==> config.mk <==
export PLATFORM = sky130hd
export DESIGN_NAME = utf8_to_utf16_bmp_decoder_top
export DESIGN_NICKNAME = d
export VERILOG_FILES = /design/src/rtl/ubd_pkg.sv /design/src/rtl/utf8_to_utf16_bmp_decoder_top.sv /design/src/rtl/ubd_fifo.sv /design/src/rtl/ubd_front.sv /design/src/rtl/ubd_back.sv
export VERILOG_INCLUDE_DIRS = /design/src /design/src/rtl
export SDC_FILE = /design/constraint.sdc
export NUM_CORES = 1
export LEC_CHECK = 0
export ABC_AREA = 1
export BUFFER_PORTS_ARGS = -buffer_cell sky130_fd_sc_hd__buf_2
export CORE_MARGIN = 1
export CORE_UTILIZATION = 54
export DETAILED_ROUTE_END_ITERATION = 8
export GPL_ROUTABILITY_DRIVEN = 0
export HOLD_SLACK_MARGIN = 0.06
export PLACE_DENSITY_LB_ADDON = 0.08
export SYNTH_ARGS = -nofsm -noshare
export SYNTH_HDL_FRONTEND = slang
export SYNTH_SLANG_ARGS = --single-unit
==> constraint.sdc <==
create_clock -name clk -period 8.6 [get_ports clk]
set_clock_uncertainty 0.2 [all_clocks]
set_input_delay 0.43 -clock clk [delete_from_list [all_inputs] [get_ports clk]]
set_output_delay 0.43 -clock clk [all_outputs]
set_load 0.01 [all_outputs]
==> src/rtl/utf8_to_utf16_bmp_decoder_top_assert.svh <==
// Assertion macros for the UTF-8 to UTF-16 decoder.
`ifndef UTF8_TO_UTF16_BMP_DECODER_TOP_ASSERT_SVH
`define UTF8_TO_UTF16_BMP_DECODER_TOP_ASSERT_SVH

`ifndef SYNTHESIS
// Same-cycle implication, checked outside reset.
`define UBD_ASSERT_IMPLY(label, clk, rst, ante, cons) \
  label: assert property (@(posedge clk) disable iff (rst) (ante) |-> (cons)) \
    else $error("decoder assertion failed");
// Next-cycle implication, checked outside reset.
`define UBD_ASSERT_NEXT(label, clk, rst, ante, cons) \
  label: assert property (@(posedge clk) disable iff (rst) (ante) |=> (cons)) \
    else $error("decoder assertion failed");
`else
`define UBD_ASSERT_IMPLY(label, clk, rst, ante, cons)
`define UBD_ASSERT_NEXT(label, clk, rst, ante, cons)
`endif

`endif

==> src/rtl/ubd_pkg.sv <==
// Types, constants and helper functions shared by the decoder modules.
`timescale 1ns / 1ps

package ubd_pkg;

  localparam logic [15:0] REPLACEMENT = 16'hFFFD;
  localparam logic [15:0] SURR_LO     = 16'hD800;
  localparam logic [15:0] SURR_HI     = 16'hDFFF;
  localparam int unsigned CMD_DEPTH   = 4;
  localparam int unsigned OUT_DEPTH   = 8;

  // Lead length codes
  localparam logic [2:0] LEN_NONE  = 3'd0;
  localparam logic [2:0] LEN_ASCII = 3'd1;

  // Work for the back end: replacements owed, then an optional tail item.
  typedef struct packed {
    logic [2:0]  nrep;
    logic        has_tail;
    logic        tail_end;
    logic [15:0] tail_unit;
  } cmd_t;

  // One result item.
  typedef struct packed {
    logic [15:0] code_unit;
    logic        end_of_string;
    logic [15:0] unit_count;
  } res_t;

  // Open-sequence status from the front end.
  typedef struct packed {
    logic [2:0] expected_len;
    logic [2:0] bytes_seen;
  } seq_t;

  function automatic logic [2:0] lead_len(input logic [7:0] b);
    logic [2:0] len;
    if (b < 8'h80)      len = LEN_ASCII;
    else if (b < 8'hC0) len = LEN_NONE;
    else if (b < 8'hE0) len = 3'd2;
    else if (b < 8'hF0) len = 3'd3;
    else if (b < 8'hF8) len = 3'd4;
    else if (b < 8'hFC) len = 3'd5;
    else if (b < 8'hFE) len = 3'd6;
    else                len = LEN_NONE;
    return len;
  endfunction

  function automatic logic [7:0] lead_mask(input logic [2:0] len);
    logic [7:0] m;
    case (len)
      3'd2:    m = 8'h1F;
      3'd3:    m = 8'h0F;
      3'd4:    m = 8'h07;
      3'd5:    m = 8'h03;
      default: m = 8'h01;
    endcase
    return m;
  endfunction

  function automatic logic [15:0] to_unit(input logic [30:0] v);
    logic [15:0] u;
    if (v[30:16] != 15'd0)                      u = REPLACEMENT;
    else if (v[15:0] >= SURR_LO && v[15:0] <= SURR_HI) u = REPLACEMENT;
    else                                        u = v[15:0];
    return u;
  endfunction

endpackage

==> src/rtl/utf8_to_utf16_bmp_decoder_top.sv <==
// Top level of the UTF-8 to UTF-16 (BMP) decoder.
`timescale 1ns / 1ps
//
// Usage:
//  - Input queue: drive data_byte with push; the byte is taken when push is
//    high and full is low. A 0x00 byte ends the string.
//  - Result queue: while empty is low, code_unit / end_of_string / unit_count
//    show the oldest result; pop takes it. The end item has code_unit 0 and
//    the kept unit count, capped at the budget.
//  - max_units_we / max_units_wdata write the per-string unit budget; write
//    it only while the block is drained.
//  - Path: a request goes from the front end into the command queue, and
//    then from the back end into the result queue.
//  - Throughput: one byte per cycle while full is low. The back end takes
//    owed results one at a time (emitted or dropped for budget); a broken
//    sequence owes up to six, and the 4-entry command queue absorbs that.
//  - A stalled receiver fills the 8-entry result queue, then the command
//    queue, and then full goes high.
//  - Reset: both queues empty, no sequence open, count zero, budget 65535.
//
module utf8_to_utf16_bmp_decoder_top #(
  parameter int unsigned COUNT_BITS = 16
) (
  input  logic        clk,
  input  logic        rst,
  input  logic        push,
  output logic        full,
  input  logic [7:0]  data_byte,
  output logic        empty,
  input  logic        pop,
  output logic [15:0] code_unit,
  output logic        end_of_string,
  output logic [15:0] unit_count,
  input  logic        max_units_we,
  input  logic [15:0] max_units_wdata
);
  import ubd_pkg::*;

`include "utf8_to_utf16_bmp_decoder_top_assert.svh"

  logic [15:0] max_units;
  logic        accept;
  logic        cmd_valid;
  cmd_t        cmd;
  seq_t        seq_status;
  logic        cmd_full;
  logic        cmd_empty;
  logic        cmd_pop;
  cmd_t        cmd_head;
  logic        out_full;
  logic        res_push;
  res_t        res;
  res_t        res_head;
  logic [2:0]  rep_done;

  // budget register
  always_ff @(posedge clk) begin
    if (rst) begin
      max_units <= 16'hFFFF;
    end else if (max_units_we) begin
      max_units <= max_units_wdata;
    end
  end

  // a request is taken whenever the command queue has room
  assign full   = cmd_full;
  assign accept = push && !cmd_full;

  ubd_front u_front (
    .clk       (clk),
    .rst       (rst),
    .accept    (accept),
    .data_byte (data_byte),
    .cmd_valid (cmd_valid),
    .cmd       (cmd),
    .status    (seq_status)
  );

  ubd_fifo #(
    .WIDTH ($bits(cmd_t)),
    .DEPTH (CMD_DEPTH)
  ) u_cmd_q (
    .clk   (clk),
    .rst   (rst),
    .push  (cmd_valid),
    .wdata (cmd),
    .pop   (cmd_pop),
    .rdata (cmd_head),
    .full  (cmd_full),
    .empty (cmd_empty)
  );

  ubd_back #(
    .COUNT_BITS (COUNT_BITS)
  ) u_back (
    .clk        (clk),
    .rst        (rst),
    .max_units  (max_units),
    .cmd_empty  (cmd_empty),
    .head       (cmd_head),
    .cmd_pop    (cmd_pop),
    .out_full   (out_full),
    .res_push   (res_push),
    .res        (res),
    .rep_done_q (rep_done)
  );

  // result queue decouples the receiver from the back end
  ubd_fifo #(
    .WIDTH ($bits(res_t)),
    .DEPTH (OUT_DEPTH)
  ) u_out_q (
    .clk   (clk),
    .rst   (rst),
    .push  (res_push),
    .wdata (res),
    .pop   (pop),
    .rdata (res_head),
    .full  (out_full),
    .empty (empty)
  );

  assign code_unit     = res_head.code_unit;
  assign end_of_string = res_head.end_of_string;
  assign unit_count    = res_head.unit_count;

  // open sequence always has its lead counted and is not yet complete
  `UBD_ASSERT_IMPLY(a_seq_open, clk, rst, seq_status.expected_len != LEN_NONE,
    seq_status.bytes_seen != 3'd0 && seq_status.bytes_seen < seq_status.expected_len)

  // replacement progress only exists against a queued command, within its count
  `UBD_ASSERT_IMPLY(a_rep_bound, clk, rst, 1'b1,
    (cmd_empty && rep_done == 3'd0) || (!cmd_empty && rep_done <= cmd_head.nrep))

  // every kept unit carries a nonzero running count
  `UBD_ASSERT_IMPLY(a_unit_count, clk, rst, !empty && !end_of_string,
    unit_count != 16'd0)

endmodule

==> src/rtl/ubd_fifo.sv <==
// Small register-based FIFO used for the command and result queues.
`timescale 1ns / 1ps

module ubd_fifo #(
  parameter int unsigned WIDTH = 8,
  parameter int unsigned DEPTH = 4
) (
  input  logic             clk,
  input  logic             rst,
  input  logic             push,
  input  logic [WIDTH-1:0] wdata,
  input  logic             pop,
  output logic [WIDTH-1:0] rdata,
  output logic             full,
  output logic             empty
);

  localparam int unsigned AW = (DEPTH > 1) ? $clog2(DEPTH) : 1;
  localparam int unsigned CW = $clog2(DEPTH + 1);

  logic [WIDTH-1:0] mem [DEPTH];
  logic [AW-1:0]    wr_ptr;
  logic [AW-1:0]    rd_ptr;
  logic [CW-1:0]    count;
  logic             do_push;
  logic             do_pop;

  assign full    = (count == CW'(DEPTH));
  assign empty   = (count == '0);
  assign do_push = push && !full;
  assign do_pop  = pop && !empty;
  assign rdata   = mem[rd_ptr];

  always_ff @(posedge clk) begin
    if (do_push) begin
      mem[wr_ptr] <= wdata;
    end
  end

  always_ff @(posedge clk) begin
    if (rst) begin
      wr_ptr <= '0;
      rd_ptr <= '0;
      count  <= '0;
    end else begin
      if (do_push) begin
        wr_ptr <= (wr_ptr == AW'(DEPTH - 1)) ? '0 : wr_ptr + 1'b1;
      end
      if (do_pop) begin
        rd_ptr <= (rd_ptr == AW'(DEPTH - 1)) ? '0 : rd_ptr + 1'b1;
      end
      if (do_push && !do_pop) begin
        count <= count + 1'b1;
      end else if (do_pop && !do_push) begin
        count <= count - 1'b1;
      end
    end
  end

endmodule

==> src/rtl/ubd_front.sv <==
// Front end: takes bytes, tracks the open sequence, issues back-end commands.
`timescale 1ns / 1ps

module ubd_front (
  input  logic          clk,
  input  logic          rst,
  input  logic          accept,
  input  logic [7:0]    data_byte,
  output logic          cmd_valid,
  output ubd_pkg::cmd_t cmd,
  output ubd_pkg::seq_t status
);
  import ubd_pkg::*;

  logic [2:0]  expected_len, expected_len_next;
  logic [2:0]  bytes_seen, bytes_seen_next;
  logic [30:0] accum_value, accum_value_next;
  logic [30:0] acc_shift;
  logic [2:0]  seen_inc;
  logic [2:0]  len;
  logic        is_cont;

  assign is_cont   = data_byte inside {[8'h80:8'hBF], [8'hFE:8'hFF]};
  assign acc_shift = {accum_value[24:0], data_byte[5:0]};
  assign seen_inc  = bytes_seen + 3'd1;
  assign len       = lead_len(data_byte);
  assign status    = '{expected_len: expected_len, bytes_seen: bytes_seen};

  always_comb begin
    cmd               = '0;
    expected_len_next = expected_len;
    bytes_seen_next   = bytes_seen;
    accum_value_next  = accum_value;
    if (expected_len != LEN_NONE && is_cont) begin
      accum_value_next = acc_shift;
      bytes_seen_next  = seen_inc;
      if (seen_inc >= expected_len) begin
        cmd.has_tail      = 1'b1;
        cmd.tail_unit     = to_unit(acc_shift);
        expected_len_next = LEN_NONE;
        bytes_seen_next   = '0;
        accum_value_next  = '0;
      end
    end else begin
      // no continuation taken: a broken sequence owes one replacement per byte held, then the byte is decoded afresh
      cmd.nrep          = (expected_len != LEN_NONE) ? bytes_seen : 3'd0;
      expected_len_next = LEN_NONE;
      bytes_seen_next   = '0;
      accum_value_next  = '0;
      if (data_byte == 8'h00) begin
        cmd.has_tail = 1'b1;
        cmd.tail_end = 1'b1;
      end else begin
        case (len)
          LEN_ASCII: begin
            cmd.has_tail  = 1'b1;
            cmd.tail_unit = {8'h00, data_byte};
          end
          LEN_NONE: begin
            cmd.has_tail  = 1'b1;
            cmd.tail_unit = REPLACEMENT;
          end
          default: begin
            expected_len_next = len;
            bytes_seen_next   = 3'd1;
            accum_value_next  = 31'(data_byte & lead_mask(len));
          end
        endcase
      end
    end
  end

  assign cmd_valid = accept && (cmd.has_tail || cmd.nrep != 3'd0);

  always_ff @(posedge clk) begin
    if (rst) begin
      expected_len <= LEN_NONE;
      bytes_seen   <= '0;
      accum_value  <= '0;
    end else if (accept) begin
      expected_len <= expected_len_next;
      bytes_seen   <= bytes_seen_next;
      accum_value  <= accum_value_next;
    end
  end

endmodule

==> src/rtl/ubd_back.sv <==
// Back end: expands commands into result items and applies the unit budget.
`timescale 1ns / 1ps

module ubd_back #(
  parameter int unsigned COUNT_BITS = 16
) (
  input  logic          clk,
  input  logic          rst,
  input  logic [15:0]   max_units,
  input  logic          cmd_empty,
  input  ubd_pkg::cmd_t head,
  output logic          cmd_pop,
  input  logic          out_full,
  output logic          res_push,
  output ubd_pkg::res_t res,
  output logic [2:0]    rep_done_q
);
  import ubd_pkg::*;

  localparam int unsigned WB = (COUNT_BITS > 16) ? COUNT_BITS : 16;

  logic [COUNT_BITS-1:0] kept_count, kept_count_next;
  logic [COUNT_BITS-1:0] kept_inc;
  logic [2:0]            rep_done, rep_done_next;
  logic [WB-1:0]         kept_ext, inc_ext, max_ext, fin_ext;
  logic                  step;
  logic                  is_rep;
  logic                  room;

  assign kept_inc   = kept_count + COUNT_BITS'(1);
  assign kept_ext   = WB'(kept_count);
  assign inc_ext    = WB'(kept_inc);
  assign max_ext    = WB'(max_units);
  assign fin_ext    = (kept_ext > max_ext) ? max_ext : kept_ext;
  assign room       = (kept_ext < max_ext) && (kept_count != '1);
  assign step       = !cmd_empty && !out_full;
  assign is_rep     = (rep_done != head.nrep);
  assign rep_done_q = rep_done;

  always_comb begin
    res             = '0;
    res_push        = 1'b0;
    cmd_pop         = 1'b0;
    kept_count_next = kept_count;
    rep_done_next   = rep_done;
    if (step) begin
      if (is_rep) begin
        rep_done_next = rep_done + 3'd1;
        if (room) begin
          kept_count_next = kept_inc;
          res.code_unit   = REPLACEMENT;
          res.unit_count  = inc_ext[15:0];
          res_push        = 1'b1;
        end
        if (rep_done + 3'd1 == head.nrep && !head.has_tail) begin
          cmd_pop       = 1'b1;
          rep_done_next = '0;
        end
      end else begin
        cmd_pop       = 1'b1;
        rep_done_next = '0;
        if (head.tail_end) begin
          res.end_of_string = 1'b1;
          res.unit_count    = fin_ext[15:0];
          res_push          = 1'b1;
          kept_count_next   = '0;
        end else if (room) begin
          kept_count_next = kept_inc;
          res.code_unit   = head.tail_unit;
          res.unit_count  = inc_ext[15:0];
          res_push        = 1'b1;
        end
      end
    end
  end

  always_ff @(posedge clk) begin
    if (rst) begin
      kept_count <= '0;
      rep_done   <= '0;
    end else begin
      kept_count <= kept_count_next;
      rep_done   <= rep_done_next;
    end
  end

endmodule

==> flow_metrics.env <==
export IMPL_rows=67
export IMPL_maxUsedRoutingLayer="met4"
export IMPL_period_share_pct=58.0
export IMPL_tns_ns=0
export IMPL_worstMarginPinSlew_ns=1.20
export IMPL_cts_sinks=436
export IMPL_final_hold_viol_count=0
export IMPL_die_x_um=189
export IMPL_die_area_um2=35600
export IMPL_wire_per_inst_um=18.1
export IMPL_m1WireLength_um=19400
export IMPL_wl_met3_um=2600
export IMPL_drtAntennaViolNets=0
export IMPL_critical_path_required_ns=8.55
export IMPL_syn_num_nets=1841
export IMPL_hold_buffers=19
export IMPL_layout_drive_gt1_share_pct=10.6
export IMPL_clk_latency_ns=0.54
export IMPL_ctsResizeCount=0
export IMPL_drt_iter0_drc=1021
export IMPL_clk_pin_slew_ns=0.06
export IMPL_async_reset_ff_share_pct=0
export IMPL_power_w=0.00710
export IMPL_cts_tree="built"
export IMPL_grt_pass1_vias=12411
export IMPL_drc=0
export IMPL_core_area_um2=33900
export IMPL_grt_max_degree=81
export IMPL_fmax_mhz=201
export IMPL_synth_distinct_cells=49
export IMPL_critPathArrivalTime_ns=4.93
export IMPL_ys_ff_latch=436
export IMPL_post_dp_cell_area_um2=19500
export IMPL_first_pass_iters=5
export IMPL_start_util_pct=55.6
export IMPL_layout_commonest_cell="nor2_1"
export IMPL_crit_path_end_kind="flip-flop"
export IMPL_drt_total_wl_um=41800
export IMPL_n_fill_cell=2705
export IMPL_post_cts_buffers=0
export IMPL_io_pins=64
export IMPL_grt_first_pass_wirelength_um=67000
export IMPL_synth_flop_cell="edfxtp_1"
export IMPL_drv_cap=0
export IMPL_vias_per_cell=5.63
export IMPL_antenna_found_initial=0
export IMPL_leakagePower_nw=7.89
export IMPL_dpl_hpwl_um=25100
export IMPL_final_area_um2=21200
export IMPL_path_cells="inv_1, nand3_1, nand2_1, nand2_1, nand2_1, nor2_1, nand4_1, nand2_4, nand2_1, nor2_4"
export IMPL_clk_path_buf_depth=3
export IMPL_synth_edff_count=348
export IMPL_slew_violations=0
export IMPL_cts_root_buf="clkbuf_16"
export IMPL_finalSetupViolations=0
export IMPL_netlist_instances=1774
export IMPL_ys_warn_count=0
export IMPL_seq_area_frac_synth_pct=64.9
export IMPL_grt_setup_unrepaired="no"
export IMPL_slowest_stage="nor2_4"
export IMPL_fin_crit_ns=4.99
export IMPL_critical_path_top_delay_family="simple AND/OR/NAND/NOR gates"
export IMPL_portBuffers=63
export IMPL_powerDensity_nw_per_um2=335
export IMPL_diodes=0
export IMPL_status="complete, no violations"
export IMPL_overflow=0
export IMPL_critPathMostFrequentCell="nand2_1"
export IMPL_dieHeight_um=189
export IMPL_slowest_delay_ns=0.95
export IMPL_cts_buffers=45
export IMPL_ir_drop_mv=0.196
export IMPL_slew_limit_headroom_pct=19.2
export IMPL_areaGrowthSynthToFinish_pct=12.7
export IMPL_syn_avg_cell_area_um2=10.6
export IMPL_hp_class="in -> reg"
export IMPL_wl_met2_um=19200
export IMPL_htreeDepth=2
export IMPL_vias=12984
export IMPL_grt_usage_pct=23.9
export IMPL_layout_common_cells="349 x nor2_1, 348 x edfxtp_1, 239 x o21ai_0, 167 x nand2_1, 105 x inv_1"
export IMPL_worst_path_buf_inv=1
export IMPL_start_kind="flip-flop"
export IMPL_syn_area_um2=18800
export IMPL_cp_max_fo=33
export IMPL_timing_worst_setup_path_type="reg -> reg"
export IMPL_nets=1890
-- synthesized netlist by cell type (2+ instances only) --
master | instances | area share [%]
buf_2 | 11 | 0.29
clkbuf_1 | 76 | 1.5
nand4_1 | 10 | 0.33
o211ai_1 | 12 | 0.48
o22ai_1 | 50 | 1.7
xor2_1 | 14 | 0.65
nand2_1 | 167 | 3.3
inv_1 | 107 | 2.1
a211oi_1 | 14 | 0.56
a31oi_1 | 33 | 1.1
a21oi_1 | 59 | 1.6
nand3b_1 | 2 | 0.080
nand2_2 | 13 | 0.43
xnor2_1 | 3 | 0.14
nor3_1 | 18 | 0.48
nor2_1 | 359 | 7.2
ha_1 | 36 | 2.4
a21o_1 | 4 | 0.16
o21ai_0 | 239 | 6.4
o21a_1 | 16 | 0.64
inv_2 | 4 | 0.080
nand3_1 | 49 | 1.3
nor4_1 | 2 | 0.066
nand3_2 | 2 | 0.11
buf_1 | 2 | 0.040
fa_1 | 2 | 0.21
dfxtp_1 | 88 | 9.4
or2_2 | 3 | 0.10
edfxtp_1 | 348 | 56
o21ai_1 | 6 | 0.16
nor2_8 | 2 | 0.21
buf_6 | 6 | 0.36
-- metal layers --
metal,vias up,global-route usage (%)
li1,6324,-
met1,6248,35.0
met2,359,37.5
met3,53,4.04
met4,0,5.33
met5,-,0
-- worst min-delay path: stages --
cell,delay (ns)
buf_2,0.12
nand4_1,0.08
o21a_1,0.12
nor2_1,0.03
-- path summary, 6_finish.rpt --
path / start / endpoint / slack [ns] / cells past startpoint
max: flip-flop / u_out_q.mem[7][31]$_DFFE_PP_ / 3.61 / 10
min: data_byte[4] / u_front.accum_value[4]$_SDFFE_PP0P_ / 0.08 / 4
max reg2reg: flip-flop / u_out_q.mem[7][31]$_DFFE_PP_ / 3.61 / 10
min reg2reg: u_front.expected_len[1]$_SDFFE_PP0P_ / u_front.expected_len[1]$_SDFFE_PP0P_ / 0.28 / 2
-- cell families after synthesis --
family                     count (synthesis)  share of synthesized area, %
DFF                                      436                          64.9
and+or+nand+nor                          633                          14.0
adders and majority gates                 38                          2.61
xor gates and xnor gates                  17                         0.791
buffers and inverters                    211                          4.63
AOI/OAI and AO/OA                        439                          13.1
-- area by class of cell --
type	instances	area [um^2]	share of cell area (%)
Sequential cell	436	12200	57.6
Multi-Input combinational cell	1127	5800	27.4
Clock buffer	51	1190	5.62
Timing Repair Buffer	99	633	2.99
Tap cell	448	561	2.64
Inverter	114	435	2.05
Clock inverter	32	364	1.72
-- registers in the layout, summed over array words and instances (netlist names), named ones only --
signal and count:
u_cmd_q.mem 84, u_back.rep_done_q 3, u_front.accum_value 25, u_out_q.wr_ptr 3, u_out_q.mem 264, u_cmd_q.count 3
u_front.bytes_seen 3, u_back.kept_count 16, u_out_q.count 4, u_out_q.rd_ptr 3, u_cmd_q.rd_ptr 2, max_units 16
u_front.expected_len 3, u_cmd_q.wr_ptr 2
-- power breakdown --
| group | total [W] | switching (W) | internal (W) | leakage, nW |
|---|---|---|---|---|
| combinational | 0.00208 | 0.00148 | 0.000601 | 3.23 |
| sequential | 0.00300 | 0.000138 | 0.00286 | 3.91 |
| clock | 0.00202 | 0.000789 | 0.00123 | 0.747 |
| total | 0.00710 | 0.00241 | 0.00470 | 7.89 |
-- per-stage QoR --
stage	cells	hold WS (ns)	util [%]	worst slack, ns
finish	2307	0.0818	62.6	3.61
global route	2307	0.109	62.6	3.25
CTS	2307	0.0690	62.6	3.56
detailed placement	2205	0.274	57.4	3.59
global placement	2205	0.268	57.4	3.62
floorplan	1774	0.247	-	5.03
Note: power is estimated with default switching activity, not from simulation.
